$ cat config.mk
export PLATFORM = sky130hd
export DESIGN_NAME = i2c_register_slave_servo_pulse
export DESIGN_NICKNAME = d
export VERILOG_FILES = /design/src/hdl/i2cs_pkg.sv /design/src/hdl/i2c_register_slave_servo_pulse.sv /design/src/hdl/i2cs_regbank.sv /design/src/hdl/i2cs_pulse.sv
export SDC_FILE = /design/constraint.sdc
export NUM_CORES = 1
export LEC_CHECK = 0
export CAP_MARGIN = 25
export CORE_UTILIZATION = 46
export CTS_CLUSTER_DIAMETER = 100
export DETAILED_ROUTE_END_ITERATION = 10
export DONT_BUFFER_PORTS = 1
export SLEW_MARGIN = 20
export SYNTH_ARGS = -nofsm -noshare
export SYNTH_HDL_FRONTEND = slang
export SYNTH_HIERARCHICAL = 1
export SYNTH_SLANG_ARGS = --single-unit
export TNS_END_PERCENT = 30
$ cat constraint.sdc
create_clock -name clk -period 11.31 [get_ports clk]
set_input_delay 1.131 -clock clk [delete_from_list [all_inputs] [get_ports clk]]
set_output_delay 1.131 -clock clk [all_outputs]
set_load 0.01 [all_outputs]
$ cat src/hdl/i2cs_pkg.sv
// i2cs_pkg: shared types and constants for the servo register slave
// used by i2cs_regbank, i2cs_pulse and i2c_register_slave_servo_pulse
package i2cs_pkg;

	localparam int REG_SLOTS = 16;
	localparam int IDX_W     = $clog2(REG_SLOTS);
	localparam int PTR_W     = 8;

	localparam logic [IDX_W-1:0] SLOT_STEER  = IDX_W'(0);
	localparam logic [IDX_W-1:0] SLOT_POWER  = IDX_W'(1);
	localparam logic [IDX_W-1:0] SLOT_STATUS = IDX_W'(2);
	localparam logic [IDX_W-1:0] SLOT_ID     = IDX_W'(REG_SLOTS - 1);

	localparam logic [7:0]  STEER_RST     = 8'd128;
	localparam logic [7:0]  POWER_RST     = 8'd128;
	localparam logic [7:0]  STATUS_RST    = 8'h01;
	localparam logic [7:0]  DEVICE_ID_RST = 8'h42;
	localparam logic [7:0]  OOR_DATA      = 8'hFF;
	localparam logic [14:0] CENTER_RST    = 15'd1470;
	localparam logic [9:0]  SPAN_RST      = 10'd200;
	localparam logic [14:0] PULSE_MAX     = 15'd20000;

	localparam int CFG_IDX_W  = 2;
	localparam int CFG_DATA_W = 15;
	localparam logic [CFG_IDX_W-1:0] CFG_CENTER    = 2'd0;
	localparam logic [CFG_IDX_W-1:0] CFG_SPAN      = 2'd1;
	localparam logic [CFG_IDX_W-1:0] CFG_DEVICE_ID = 2'd2;

	typedef enum logic [1:0] {
		CMD_BYTE = 2'd0,
		CMD_READ = 2'd1,
		CMD_END  = 2'd2
	} cmd_t;

	typedef struct packed {
		logic       vld;
		logic [1:0] cmd;
		logic [7:0] rx;
	} item_t;

	typedef struct packed {
		logic       we;
		logic [7:0] data;
	} id_wr_t;

	typedef struct packed {
		logic [7:0] rdata;
		logic       rvalid;
		logic       done;
		logic [7:0] steer;
		logic [7:0] power;
	} bank_res_t;

	function automatic logic [7:0] slot_reset(input int i);
		logic [7:0] v;
		v = 8'd0;
		if (i == int'(SLOT_STEER))  v = STEER_RST;
		if (i == int'(SLOT_POWER))  v = POWER_RST;
		if (i == int'(SLOT_STATUS)) v = STATUS_RST;
		if (i == int'(SLOT_ID))     v = DEVICE_ID_RST;
		return v;
	endfunction

endpackage

$ cat src/hdl/i2c_register_slave_servo_pulse.sv
// i2c_register_slave_servo_pulse: top level, input and result registers, config
// depends on i2cs_pkg, i2cs_regbank, i2cs_pulse
//
// One bus event is taken in every clock cycle; busy never rises. An event is
// captured into the input register and executed against the register bank in the
// following cycle. Its result is registered at the next clock edge and sits on the
// result ports with strobe high for one cycle. Results cannot be held off.
// Configuration writes are taken at once (cfg_ready stays high); writing the
// identity value also reloads the identity register of the bank.
module i2c_register_slave_servo_pulse (
	input  logic        clk,
	input  logic        arst_n,
	input  logic        start,
	output logic        busy,
	input  logic [1:0]  cmd,
	input  logic [7:0]  rx_byte,
	input  logic        cfg_valid,
	output logic        cfg_ready,
	input  logic [1:0]  cfg_index,
	input  logic [14:0] cfg_data,
	output logic        strobe,
	output logic [7:0]  read_data,
	output logic        read_valid,
	output logic        transaction_done,
	output logic [14:0] steering_pulse_us,
	output logic [7:0]  power_setting
);

	logic                vld_s1;
	logic [1:0]          cmd_s1;
	logic [7:0]          rx_s1;
	logic                strobe_s2;
	logic [7:0]          rdata_s2;
	logic                rvalid_s2;
	logic                done_s2;
	logic [14:0]         pulse_s2;
	logic [7:0]          power_s2;
	logic [14:0]         center_q;
	logic [9:0]          span_q;
	logic                cfg_we;
	i2cs_pkg::item_t     item;
	i2cs_pkg::id_wr_t    id_wr;
	i2cs_pkg::bank_res_t res;
	logic [14:0]         pulse;

	assign busy      = 1'b0;
	assign cfg_ready = 1'b1;
	assign cfg_we    = cfg_valid && cfg_ready;

	assign item.vld   = vld_s1;
	assign item.cmd   = cmd_s1;
	assign item.rx    = rx_s1;
	assign id_wr.we   = cfg_we && (cfg_index == i2cs_pkg::CFG_DEVICE_ID);
	assign id_wr.data = cfg_data[7:0];

	i2cs_regbank u_regbank (
		.clk    (clk),
		.arst_n (arst_n),
		.item   (item),
		.id_wr  (id_wr),
		.res    (res)
	);

	i2cs_pulse u_pulse (
		.steer  (res.steer),
		.center (center_q),
		.span   (span_q),
		.pulse  (pulse)
	);

	always_ff @(posedge clk or negedge arst_n) begin
		if (!arst_n) begin
			vld_s1    <= 1'b0;
			strobe_s2 <= 1'b0;
			center_q  <= i2cs_pkg::CENTER_RST;
			span_q    <= i2cs_pkg::SPAN_RST;
		end else begin
			vld_s1    <= start && !busy;
			strobe_s2 <= vld_s1;
			if (cfg_we) begin
				unique case (cfg_index)
					i2cs_pkg::CFG_CENTER: center_q <= cfg_data;
					i2cs_pkg::CFG_SPAN:   span_q   <= cfg_data[9:0];
					default: begin
					end
				endcase
			end
		end
	end

	always_ff @(posedge clk) begin
		if (start && !busy) begin
			cmd_s1 <= cmd;
			rx_s1  <= rx_byte;
		end
		if (vld_s1) begin
			rdata_s2  <= res.rdata;
			rvalid_s2 <= res.rvalid;
			done_s2   <= res.done;
			pulse_s2  <= pulse;
			power_s2  <= res.power;
		end
	end

	assign strobe            = strobe_s2;
	assign read_data         = rdata_s2;
	assign read_valid        = rvalid_s2;
	assign transaction_done  = done_s2;
	assign steering_pulse_us = pulse_s2;
	assign power_setting     = power_s2;

endmodule

$ cat src/hdl/i2cs_regbank.sv
// i2cs_regbank: register bank, pointer and capture flag; executes one bus event
// depends on i2cs_pkg
module i2cs_regbank (
	input  logic                clk,
	input  logic                arst_n,
	input  i2cs_pkg::item_t     item,
	input  i2cs_pkg::id_wr_t    id_wr,
	output i2cs_pkg::bank_res_t res
);

	logic [7:0]                     bank_q [i2cs_pkg::REG_SLOTS];
	logic [i2cs_pkg::PTR_W-1:0]     ptr_q;
	logic                           loaded_q;
	logic [i2cs_pkg::IDX_W-1:0]     idx;
	logic                           in_range;
	logic                           writable;
	logic                           wr_en;
	logic                           ptr_load;
	logic                           ptr_inc;
	logic                           clr_loaded;

	assign idx      = ptr_q[i2cs_pkg::IDX_W-1:0];
	assign in_range = ({1'b0, ptr_q} < 9'(i2cs_pkg::REG_SLOTS));
	assign writable = in_range && (idx != i2cs_pkg::SLOT_STATUS) && (idx != i2cs_pkg::SLOT_ID);

	always_comb begin
		wr_en      = 1'b0;
		ptr_load   = 1'b0;
		ptr_inc    = 1'b0;
		clr_loaded = 1'b0;
		res.rdata  = 8'd0;
		res.rvalid = 1'b0;
		res.done   = 1'b0;
		if (item.vld) begin
			unique case (item.cmd)
				i2cs_pkg::CMD_BYTE: begin
					if (!loaded_q) begin
						ptr_load = 1'b1;
					end else begin
						wr_en   = writable;
						ptr_inc = 1'b1;
					end
				end
				i2cs_pkg::CMD_READ: begin
					res.rdata  = in_range ? bank_q[idx] : i2cs_pkg::OOR_DATA;
					res.rvalid = 1'b1;
					ptr_inc    = 1'b1;
				end
				i2cs_pkg::CMD_END: begin
					clr_loaded = 1'b1;
					res.done   = 1'b1;
				end
				default: begin
				end
			endcase
		end
		res.steer = (wr_en && idx == i2cs_pkg::SLOT_STEER) ? item.rx
		                                                    : bank_q[i2cs_pkg::SLOT_STEER];
		res.power = (wr_en && idx == i2cs_pkg::SLOT_POWER) ? item.rx
		                                                    : bank_q[i2cs_pkg::SLOT_POWER];
	end

	always_ff @(posedge clk or negedge arst_n) begin
		if (!arst_n) begin
			for (int i = 0; i < i2cs_pkg::REG_SLOTS; i++) begin
				bank_q[i] <= i2cs_pkg::slot_reset(i);
			end
			ptr_q    <= '0;
			loaded_q <= 1'b0;
		end else begin
			for (int i = 0; i < i2cs_pkg::REG_SLOTS; i++) begin
				if (wr_en && idx == i2cs_pkg::IDX_W'(i)) begin
					bank_q[i] <= item.rx;
				end
			end
			if (id_wr.we) begin
				bank_q[i2cs_pkg::SLOT_ID] <= id_wr.data;
			end
			if (ptr_load) begin
				ptr_q    <= item.rx;
				loaded_q <= 1'b1;
			end else if (ptr_inc) begin
				ptr_q <= ptr_q + 8'd1;
			end
			if (clr_loaded) begin
				loaded_q <= 1'b0;
			end
		end
	end

endmodule

$ cat src/hdl/i2cs_pulse.sv
// i2cs_pulse: servo pulse width from steering byte, center and span
// depends on i2cs_pkg
module i2cs_pulse (
	input  logic [7:0]  steer,
	input  logic [14:0] center,
	input  logic [9:0]  span,
	output logic [14:0] pulse
);

	logic signed [8:0]  diff;
	logic signed [19:0] prod;
	logic signed [19:0] prod_adj;
	logic signed [12:0] quot;
	logic signed [16:0] raw;

	assign diff     = $signed({1'b0, steer}) - 9'sd128;
	assign prod     = diff * $signed({1'b0, span});
	// bias negatives so the shift truncates toward zero
	assign prod_adj = prod + (prod[19] ? 20'sd127 : 20'sd0);
	assign quot     = prod_adj[19:7];
	assign raw      = $signed({2'b00, center}) - $signed({{4{quot[12]}}, quot});

	always_comb begin
		priority if (raw[16]) begin
			pulse = 15'd0;
		end else if (raw[15:0] > {1'b0, i2cs_pkg::PULSE_MAX}) begin
			pulse = i2cs_pkg::PULSE_MAX;
		end else begin
			pulse = raw[14:0];
		end
	end

endmodule

==> results.py, run 1 <==
metrics = {
    "place": {
        "io_buffer_count": 0,
        "place_congestion": 0.852,
        "place_inst": 1468,
        "post-dp-hpwl_um": 21300,
        "postPlaceCellArea_um2": 13900,
        "dp_slack_ns": 0.552,
    },
    "global_routing": {
        "grt_max_degree": 165,
        "grt_pass1_wl_um": 48700,
        "antenna_found_initial": 0,
        "grt_overflow": 0,
        "track_usage_pct": 20.3,
        "first_global_vias": 8694,
    },
    "layout": {
        "drive_gt1_share_pct": 26.4,
        "final_nets": 1280,
        "final_cells": 1515,
        "ff_latch_area_um2": 5420,
        "syn_to_final_growth_pct": 8.34,
        "design_area_um2": 14700,
        "nFillCells": 2577,
        "antenna_cells": 0,
        "multi_input_area_um2": 7570,
    },
    "yosys": {
        "synth_edf_count": 43,
        "dominantRegCellSynth": "dfrtp_1",
        "synth_simple_gate_area_share_pct": 12.0,
        "netlist_area_um2": 13600,
        "synthAdderAreaFrac_pct": 15.8,
        "synth_top_area_cell": "dfrtp_1",
        "synthArstFlopShare_pct": 79.2,
        "netlist.area_leader.share_pct": 27.2,
        "synth.avg_cell_area_um2": 12.0,
        "yosysSeqAreaShare_pct": 39.8,
        "ys_types": 85,
        "synth_fp_nets": 1299,
        "netlist_instances": 1131,
        "synth_area_leaders": "dfrtp_1 27%, mux2_2 12%, edfxtp_1 9.5%",
        "yosysMostFrequentCell": "dfrtp_1",
        "synth_compound_area_share_pct": 7.19,
        "ys_ff_latch": 207,
        "synth_xor_area_share_pct": 2.36,
        "muxShareOfSynthArea_pct": 18.0,
        "yosysWarnings": 6,
        "synth_top_family_by_area": "multiplexers",
        "synth_common_cells": "148 x dfrtp_1, 140 x mux2_2, 91 x inv_1",
    },
    "setup_path": {
        "start_kind": "flip-flop",
        "r2r_start": "u_regbank/ptr_q[4]",
        "cp-endpoint": "steering_pulse_us[11]",
        "startpoint": "u_regbank/ptr_q[4]",
        "critPathSlowestCell": "fa_1",
        "reg2reg_setup_slack_ns": 0.82,
        "path_max_fanout": 17,
        "worst_r2r_path_depth": 41,
        "cp_common_cell": "fa_1",
        "arrival_ns": 10.74,
        "path_class": "reg -> reg",
        "end_kind": "flip-flop",
        "reg2reg_to": "steering_pulse_us[11]",
        "cpPeakStageDelay_ns": 0.55,
        "cp.required_ns": 11.56,
    },
    "cts": {
        "cts_root_buf": "clkbuf_16",
        "cts_tree": "built",
        "clkSlewWorstSetupHoldPaths_ns": 0.06,
        "cts.sinks": 207,
        "htree_levels": 1,
        "cts_buffers": 25,
        "clockBufferDepth": 3,
        "cts_hold_buf": 0,
        "clock_latency_ns": 0.53,
    },
    "hold_path": {
        "hp-class": "in -> async",
    },
    "power": {
        "p_total_mw": 4.00,
        "power_density_nw_per_um2": 271,
        "ir_worst_vdd_v": 0.000257,
        "p_leak_nw": 6.72,
    },
    "sta": {
        "period_share_pct": 92.8,
        "setup_tns_ns": 0,
        "skew_ns": 0.0195,
        "finalMaxSlewViolations": 0,
        "setup_viol": 0,
        "clock.fmax_mhz": 95.3,
        "rsz0062_at_grt": "false",
        "worst_pin_slew_ns": 0.927,
        "min_period_ns": 10.49,
        "max-slew-margin-rel_pct": 37.7,
        "setup_ws_ns": 0.818,
        "hold_viol": 0,
    },
    "floorplanning": {
        "die_y_um": 174,
        "initial_utilization_pct": 47.1,
        "core_area_um2": 28900,
        "rows": 62,
        "die_w_um": 174,
        "num_io_pins": 67,
        "dieArea_um2": 30300,
    },
    "detailed_routing": {
        "antenna_left": 0,
        "vias": 8399,
        "drt_iter0_markers": 457,
        "wl_per_cell_um": 19.5,
        "drc": 0,
        "drt-total-wl_um": 29500,
        "viasPerCell": 5.54,
        "drtPass1Iterations": 7,
    },
    "job": {
        "max-cap-violations": 0,
    },
    "status": {
        "status": "finished, final reports clean",
    },
}
## how the worst min path moves through the flow
stage                                startpoint                     to  depth (start not counted)
after floorplan           u_regbank/bank_q[105]  u_regbank/bank_q[105]                          1
after global placement    u_regbank/bank_q[104]  u_regbank/bank_q[104]                          0
after detailed placement  u_regbank/bank_q[106]  u_regbank/bank_q[106]                          0
after CTS                                arst_n   u_regbank/bank_q[34]                          0
after global routing                     arst_n   u_regbank/bank_q[58]                          0
final                                    arst_n   u_regbank/bank_q[42]                          0
## layout make-up
| class | instances | share of cell area, % |
|---|---|---|
| Clock buffer | 37 | 4.90 |
| Clock inverter | 9 | 0.637 |
| Inverter | 91 | 2.32 |
| Multi-Input combinational cell | 774 | 51.4 |
| Sequential cell | 207 | 36.8 |
| Tap cell | 384 | 3.26 |
| Timing Repair Buffer | 13 | 0.747 |
## state kept, by name, indices dropped and copies added, names as in the netlist
name	flops
transaction_done	1
strobe	1
u_regbank/ptr_q	8
cmd_s1	2
span_q	10
rx_s1	8
power_setting	8
u_regbank/loaded_q	1
steering_pulse_us	15
read_data	8
u_regbank/bank_q	128
vld_s1	1
read_valid	1
center_q	15
## report_power, final
group	internal, mW	total [mW]	leakage [nW]	switching (mW)
Clock	0.469	0.787	0.401	0.318
Sequential	0.922	1.03	2.59	0.105
Combinational	0.932	2.18	3.72	1.25
Total	2.32	4.00	6.72	1.67
## kinds of logic after synthesis
| group | count (synthesis) |
|---|---|
| buf+inv | 150 |
| simple gates | 268 |
| fa+ha+maj | 137 |
| compound gates | 140 |
| other cells | 2 |
| flops | 207 |
| xor+xnor | 35 |
| mux | 192 |
## critical path: cells and delay by family, from the launching register on
family	cells	cell delay (ns)
AO/OA/AOI/OAI	12	2.51
XOR/XNOR	2	0.45
adder cells (fa/ha/maj)	8	3.41
buffers and inverters	8	1.01
flip-flops	1	0.44
multiplexers	1	0.36
AND/OR/NAND/NOR	10	2.03
## cell usage in the layout, fill, tap and decap left out, types with 11 or more instances in the layout
cell         n
a21oi_1     40
and2_1      38
buf_4       12
clkbuf_16   26
dfrtp_1    145
dfstp_2     16
edfxtp_1    43
fa_1        58
ha_1        79
inv_1       91
mux2_2     140
mux2_4      11
mux2i_1     16
mux4_2      24
nand2_1     71
nor2_1      46
nor2b_1     17
o21ai_0     22
or2_2       11
xnor2_1     23
xor2_1      11
## per-stage QoR
step	hold WS, ns	util (%)
after floorplan	0.424	-
after global placement	0.357	48.1
after detailed placement	0.363	48.1
after CTS	0.271	50.9
after global routing	0.262	51.1
final	0.287	51.1
## timing repair
action | CTS | global route
setup endpoints to repair | 0 | 15
buffers inserted | 0 | 1
gates resized for setup | 0 | 6
## per-layer routing
metal / routed length, um / vias up / GRT usage (%) / share of wire, %
met4: 541 / 0 / 4.31 / 1.8
met2: 14700 / 133 / 34.6 / 50
met5: 0 / - / 0 / 0
li1: - / 3953 / - / -
met3: 876 / 30 / 2.45 / 3.0
met1: 13300 / 4283 / 27.8 / 45
No activity file was read; power rests on OpenSTA's default activity.
==> run 2: changes to the inputs <==
==> constraint.sdc (replaced) <==
create_clock -name clk -period 11.7 [get_ports clk]
set_input_delay 1.17 -clock clk [delete_from_list [all_inputs] [get_ports clk]]
set_output_delay 1.17 -clock clk [all_outputs]
set_load 0.01 [all_outputs]
==> run 2 against run 1 <==
Sequential share of layout area grew 0.24 points. Sequential cell count is the same. Combinational power shrank 5%. First-iteration DRC count grew 14%. Design area shrank 0.64%. Count of clock-buffer cells in the layout shrank 2. Via count grew 0.43%. Global-route usage is essentially flat. Critical path depth shrank 3. Core utilization shrank 0.33 points. Total power shrank 5.5%. Critical path type unchanged. Critical endpoint is now steering_pulse_us[4]. Highest routed layer unchanged.
==> results.py, run 2 (same netlist as run 1, synthesis figures left out) <==
metrics = {
    "status": {
        "status": "finished, final reports clean",
    },
    "sta": {
        "skew_ns": 0.0151,
        "clock.fmax_mhz": 91.2,
        "finalMaxSlewViolations": 0,
        "min_period_ns": 10.96,
        "timing.hold.ws_ns": 0.364,
        "hold_viol": 0,
        "worst_pin_slew_ns": 0.866,
        "max-slew-margin-rel_pct": 42.2,
        "setup_tns_ns": 0,
        "rsz0062_at_grt": "false",
        "period_share_pct": 93.7,
        "setup_viol": 0,
    },
    "global_routing": {
        "antenna_found_initial": 0,
        "grt_max_degree": 165,
        "track_usage_pct": 20.3,
        "first_global_vias": 8861,
        "grt_overflow": 0,
        "grt_pass1_wl_um": 48800,
    },
    "power": {
        "ir_worst_vdd_v": 0.000207,
        "intPower_mw": 2.19,
        "seqPwrFrac_pct": 26.5,
        "pwr-share-comb_pct": 54.7,
        "power_density_nw_per_um2": 258,
        "p_sw_share_pct": 42.1,
        "p_clk_share_pct": 18.8,
        "switchingPower_mw": 1.59,
        "p_leak_nw": 6.67,
    },
    "setup_path": {
        "cpPeakStageDelay_ns": 0.62,
        "path_class": "reg -> reg",
        "cp_top_family": "adder cells",
        "arrival_ns": 11.20,
        "end_kind": "flip-flop",
        "cp.required_ns": 11.93,
        "path_buf_inv": 5,
        "start_kind": "flip-flop",
        "critPathSlowestCell": "and3b_1",
        "cp_common_cell": "fa_1",
        "path_max_fanout": 10,
    },
    "detailed_routing": {
        "viasPerCell": 5.59,
        "drc": 0,
        "drtPass1Iterations": 4,
        "wl_per_cell_um": 19.7,
        "drt-total-wl_um": 29800,
        "vias": 8435,
        "antenna_left": 0,
        "drt_iter0_markers": 521,
    },
    "cts": {
        "cts_tree": "built",
        "cts_root_buf": "clkbuf_16",
        "clockBufferDepth": 3,
        "cts_hold_buf": 0,
        "cts.sinks": 207,
        "clock_latency_ns": 0.50,
        "clkSlewWorstSetupHoldPaths_ns": 0.06,
        "cts_buffers": 24,
        "htree_levels": 1,
    },
    "floorplanning": {
        "core_area_um2": 28900,
        "die_w_um": 174,
        "dieArea_um2": 30300,
        "rows": 62,
        "num_io_pins": 67,
        "die_y_um": 174,
        "initial_utilization_pct": 47.1,
    },
    "layout": {
        "mostFrequentLayoutCell": "dfrtp_1",
        "nFillCells": 2581,
        "ff_latch_area_um2": 5420,
        "final_nets": 1276,
        "antenna_cells": 0,
        "multi_input_area_um2": 7560,
        "drive_gt1_share_pct": 26.0,
        "final_cells": 1509,
        "final_cell_mix": "145 x dfrtp_1, 140 x mux2_2, 91 x inv_1, 79 x ha_1, 71 x nand2_1",
        "largest_register": "u_regbank/bank_q",
        "syn_to_final_growth_pct": 7.65,
        "largest_reg_flops": 128,
    },
    "place": {
        "place_congestion": 0.855,
        "post-dp-hpwl_um": 21300,
        "place_inst": 1466,
        "io_buffer_count": 0,
    },
    "job": {
        "max-cap-violations": 0,
    },
    "hold_path": {
        "hp-class": "reg -> reg",
    },
}
-- run 2: stage by stage --
| stage | cell area, um^2 | total power [mW] | utilization, % | setup WS [ns] |
|---|---|---|---|---|
| after CTS | 14600 | 3.80 | 50.7 | 0.424 |
| after global routing | 14600 | 4.09 | 50.7 | 0.0426 |
| final | 14600 | 3.77 | 50.7 | 0.736 |
| after floorplan | 13600 | 2.65 | - | 0.618 |
| after detailed placement | 13900 | 3.07 | 48.0 | 0.464 |
| after global placement | 13900 | 3.07 | 48.0 | 0.787 |
-- run 2: per-layer routing --
metal / routed length (um) / global-route usage (%) / vias up
li1: - / - / 3930
met1: 13200 / 26.9 / 4336
met2: 15100 / 35.6 / 136
met3: 919 / 2.32 / 33
met4: 501 / 4.57 / 0
met5: 0 / 0 / -
-- run 2: worst paths after layout --
check	slack [ns]	end	startpoint	cells after the start
hold / removal	0.36	u_regbank/bank_q[104]	u_regbank/bank_q[104]	0
max in group asynchronous	11.00	center_q[3]	arst_n	0
min in group asynchronous	0.37	u_regbank/bank_q[58]	arst_n	0
setup reg to reg	0.74	steering_pulse_us[4]	u_regbank/ptr_q[4]	38
hold reg to reg	0.36	u_regbank/bank_q[104]	u_regbank/bank_q[104]	0
setup / recovery	0.74	steering_pulse_us[4]	u_regbank/ptr_q[4]	38
-- run 2: power by group through the flow --
| stage | combinational, mW | sequential, mW | clock (mW) |
|---|---|---|---|
| finish | 2.07 | 1.00 | 0.708 |
| detailed placement | 2.06 | 1.01 | 0 |
| floorplan | 1.69 | 0.959 | 0 |
| global route | 2.32 | 1.01 | 0.755 |
| global placement | 2.06 | 1.01 | 0 |
| CTS | 2.07 | 1.00 | 0.728 |
-- run 2: repair_timing --
item	CTS	global route
setup buffers	0	0
endpoints found under the setup margin	0	15
gates resized for setup	0	4
-- run 2: cell type report --
cell class / count / area share [%]
clock buffer: 35 / 4.81
timing repair buffer: 10 / 0.538
tap: 384 / 3.28
sequential: 207 / 37.0
clock inverter: 8 / 0.385
multi-input combinational: 774 / 51.6
inverter: 91 / 2.33
==> run 3: changes to the inputs <==
--- a/config.mk
+++ b/config.mk
@@ -7,6 +7,7 @@
 export LEC_CHECK = 0
 export CAP_MARGIN = 25
 export CORE_UTILIZATION = 46
+export CTS_BUF_LIST = sky130_fd_sc_hd__clkbuf_2 sky130_fd_sc_hd__clkbuf_4 sky130_fd_sc_hd__clkbuf_8
 export CTS_CLUSTER_DIAMETER = 100
 export DETAILED_ROUTE_END_ITERATION = 10
 export DONT_BUFFER_PORTS = 1
==> run 3 against run 2 <==
Final cell count increased by 1.7%. Maximum frequency barely moved. First-iteration DRC count is the same. Setup slack worse by 0.0099 ns. Clock skew grew 0.016 ns. Clock power increased by 3%. Non-clock buffer count stayed put. Routed wire length rose by 1.1%. Critical path depth unchanged. Core utilization rose by 0.21 points. Die area did not move. Design area up 0.41%. Critical endpoint is now steering_pulse_us[13]. Largest cell class unchanged. Highest routed layer unchanged.
==> results.py, run 3 (same netlist as run 1, synthesis figures left out) <==
metrics = {
    "cts": {
        "cts_root_buf": "clkbuf_8",
        "cts_buffers": 37,
        "cts.sinks": 207,
        "htree_levels": 2,
        "clkSlewWorstSetupHoldPaths_ns": 0.06,
        "cts_tree": "built",
        "clock_latency_ns": 0.56,
        "clockBufferDepth": 3,
        "postCtsSetupRepairBufs": 0,
    },
    "global_routing": {
        "first_global_vias": 8959,
        "grt_pass1_wl_um": 49400,
        "grt_max_degree": 165,
        "antenna_found_initial": 0,
        "grt_overflow": 0,
        "track_usage_pct": 20.7,
    },
    "floorplanning": {
        "die_y_um": 174,
        "rows": 62,
        "die_w_um": 174,
        "initial_utilization_pct": 47.1,
        "core_area_um2": 28900,
        "dieArea_um2": 30300,
        "num_io_pins": 67,
    },
    "sta": {
        "hold_viol": 0,
        "period_share_pct": 93.8,
        "rsz0062_at_grt": "false",
        "timing.hold.ws_ns": 0.310,
        "finalMaxSlewViolations": 0,
        "max-slew-margin-rel_pct": 42.2,
        "clock.fmax_mhz": 91.1,
        "worst_pin_slew_ns": 0.859,
        "skew_ns": 0.0308,
        "setup_tns_ns": 0,
        "min_period_ns": 10.97,
        "setup_viol": 0,
    },
    "setup_path": {
        "path_buf_inv": 5,
        "cpPeakStageDelay_ns": 0.58,
        "cp.required_ns": 11.97,
        "cp_top_family": "adder cells",
        "r2r_start": "u_regbank/ptr_q[4]",
        "worst_r2r_path_depth": 38,
        "reg2reg_setup_slack_ns": 0.73,
        "path_class": "reg -> reg",
        "reg2reg_to": "steering_pulse_us[13]",
        "arrival_ns": 11.25,
        "path_max_fanout": 10,
        "critPathSlowestCell": "nor4b_1",
        "start_kind": "flip-flop",
        "end_kind": "flip-flop",
        "cp_common_cell": "fa_1",
    },
    "place": {
        "post-dp-hpwl_um": 21300,
        "io_buffer_count": 0,
        "place_inst": 1466,
        "place_congestion": 0.855,
    },
    "job": {
        "max-cap-violations": 0,
    },
    "layout": {
        "final_cells": 1534,
        "largest_register": "u_regbank/bank_q",
        "largest_reg_flops": 128,
        "nFillCells": 2607,
        "syn_to_final_growth_pct": 8.10,
        "multi_input_area_um2": 7560,
        "mostFrequentLayoutCell": "dfrtp_1",
        "ff_latch_area_um2": 5420,
        "final_nets": 1289,
        "final_cell_mix": "145 x dfrtp_1, 140 x mux2_2, 91 x inv_1, 79 x ha_1, 71 x nand2_1",
        "antenna_cells": 0,
        "drive_gt1_share_pct": 27.8,
    },
    "detailed_routing": {
        "wl_per_cell_um": 19.6,
        "drtPass1Iterations": 7,
        "viasPerCell": 5.55,
        "antenna_left": 0,
        "drt-total-wl_um": 30100,
        "vias": 8508,
        "drc": 0,
        "drt_iter0_markers": 521,
    },
    "power": {
        "power_density_nw_per_um2": 258,
        "ir_worst_vdd_v": 0.000218,
        "p_total_mw": 3.80,
        "p_leak_nw": 6.73,
    },
    "status": {
        "status": "finished, final reports clean",
    },
    "hold_path": {
        "hp-class": "in -> async",
    },
}
-- run 3: cell count changes in the layout (fill, tap and decap cells not counted), moves of 2 or more --
cell	previous run	this run
inv_4	3	0
clkbuf_1	7	0
clkinv_8	0	2
clkbuf_8	2	45
clkbuf_16	26	0
clkbuf_4	0	13
clkinv_1	0	4
-- run 3: how the worst max path moves through the flow --
| stage | depth (start not counted) | from | end |
|---|---|---|---|
| 5_1_grt | 40 | u_regbank/ptr_q[4] | steering_pulse_us[13] |
| 3_3_place_gp | 38 | u_regbank/ptr_q[0] | steering_pulse_us[12] |
| 4_1_cts | 39 | u_regbank/ptr_q[0] | steering_pulse_us[4] |
| 6_report | 38 | u_regbank/ptr_q[4] | steering_pulse_us[13] |
| 2_1_floorplan | 43 | u_regbank/ptr_q[0] | steering_pulse_us[12] |
| 3_5_place_dp | 39 | u_regbank/ptr_q[0] | steering_pulse_us[3] |
-- run 3: area by class of cell --
cell class / instances / area share [%]
Clock inverter: 10 / 0.706
Tap cell: 384 / 3.27
Inverter: 91 / 2.32
Multi-Input combinational cell: 774 / 51.4
Clock buffer: 58 / 4.88
Sequential cell: 207 / 36.9
Timing Repair Buffer: 10 / 0.536
-- run 3: timing repair --
item	4_1_cts	5_1_grt
resized for setup	0	4
hold buffers	0	0
endpoints found under the setup margin	0	15
-- run 3: layer usage --
layer | GRT usage, % | vias to the layer above | part of all wire (%)
met5 | 0 | - | 0
met4 | 6.80 | 0 | 2.6
met3 | 2.93 | 53 | 2.9
met2 | 35.3 | 135 | 50
met1 | 27.2 | 4354 | 45
li1 | - | 3966 | -
-- run 3: stage by stage --
stage / setup slack, ns / area (um^2) / util (%)
after floorplan: 0.618 / 13600 / -
after global placement: 0.787 / 13900 / 48.0
after detailed placement: 0.464 / 13900 / 48.0
after CTS: 0.425 / 14700 / 50.9
after global routing: 0.0611 / 14700 / 50.9
final: 0.726 / 14700 / 50.9
-- run 3: power by group --
group	switching, mW	internal (mW)
logic	1.20	0.875
registers	0.110	0.891
clock network	0.309	0.418
-- run 3: worst register-to-register path, delay by kind of cell (launching register included) --
family	cells	cell delay [ns]
adder cells (fa/ha/maj)	9	3.79
XOR/XNOR	1	0.10
AO/OA/AOI/OAI	10	2.30
buffers and inverters	5	0.51
flip-flops	1	0.45
multiplexers	1	0.36
AND/OR/NAND/NOR	12	3.19
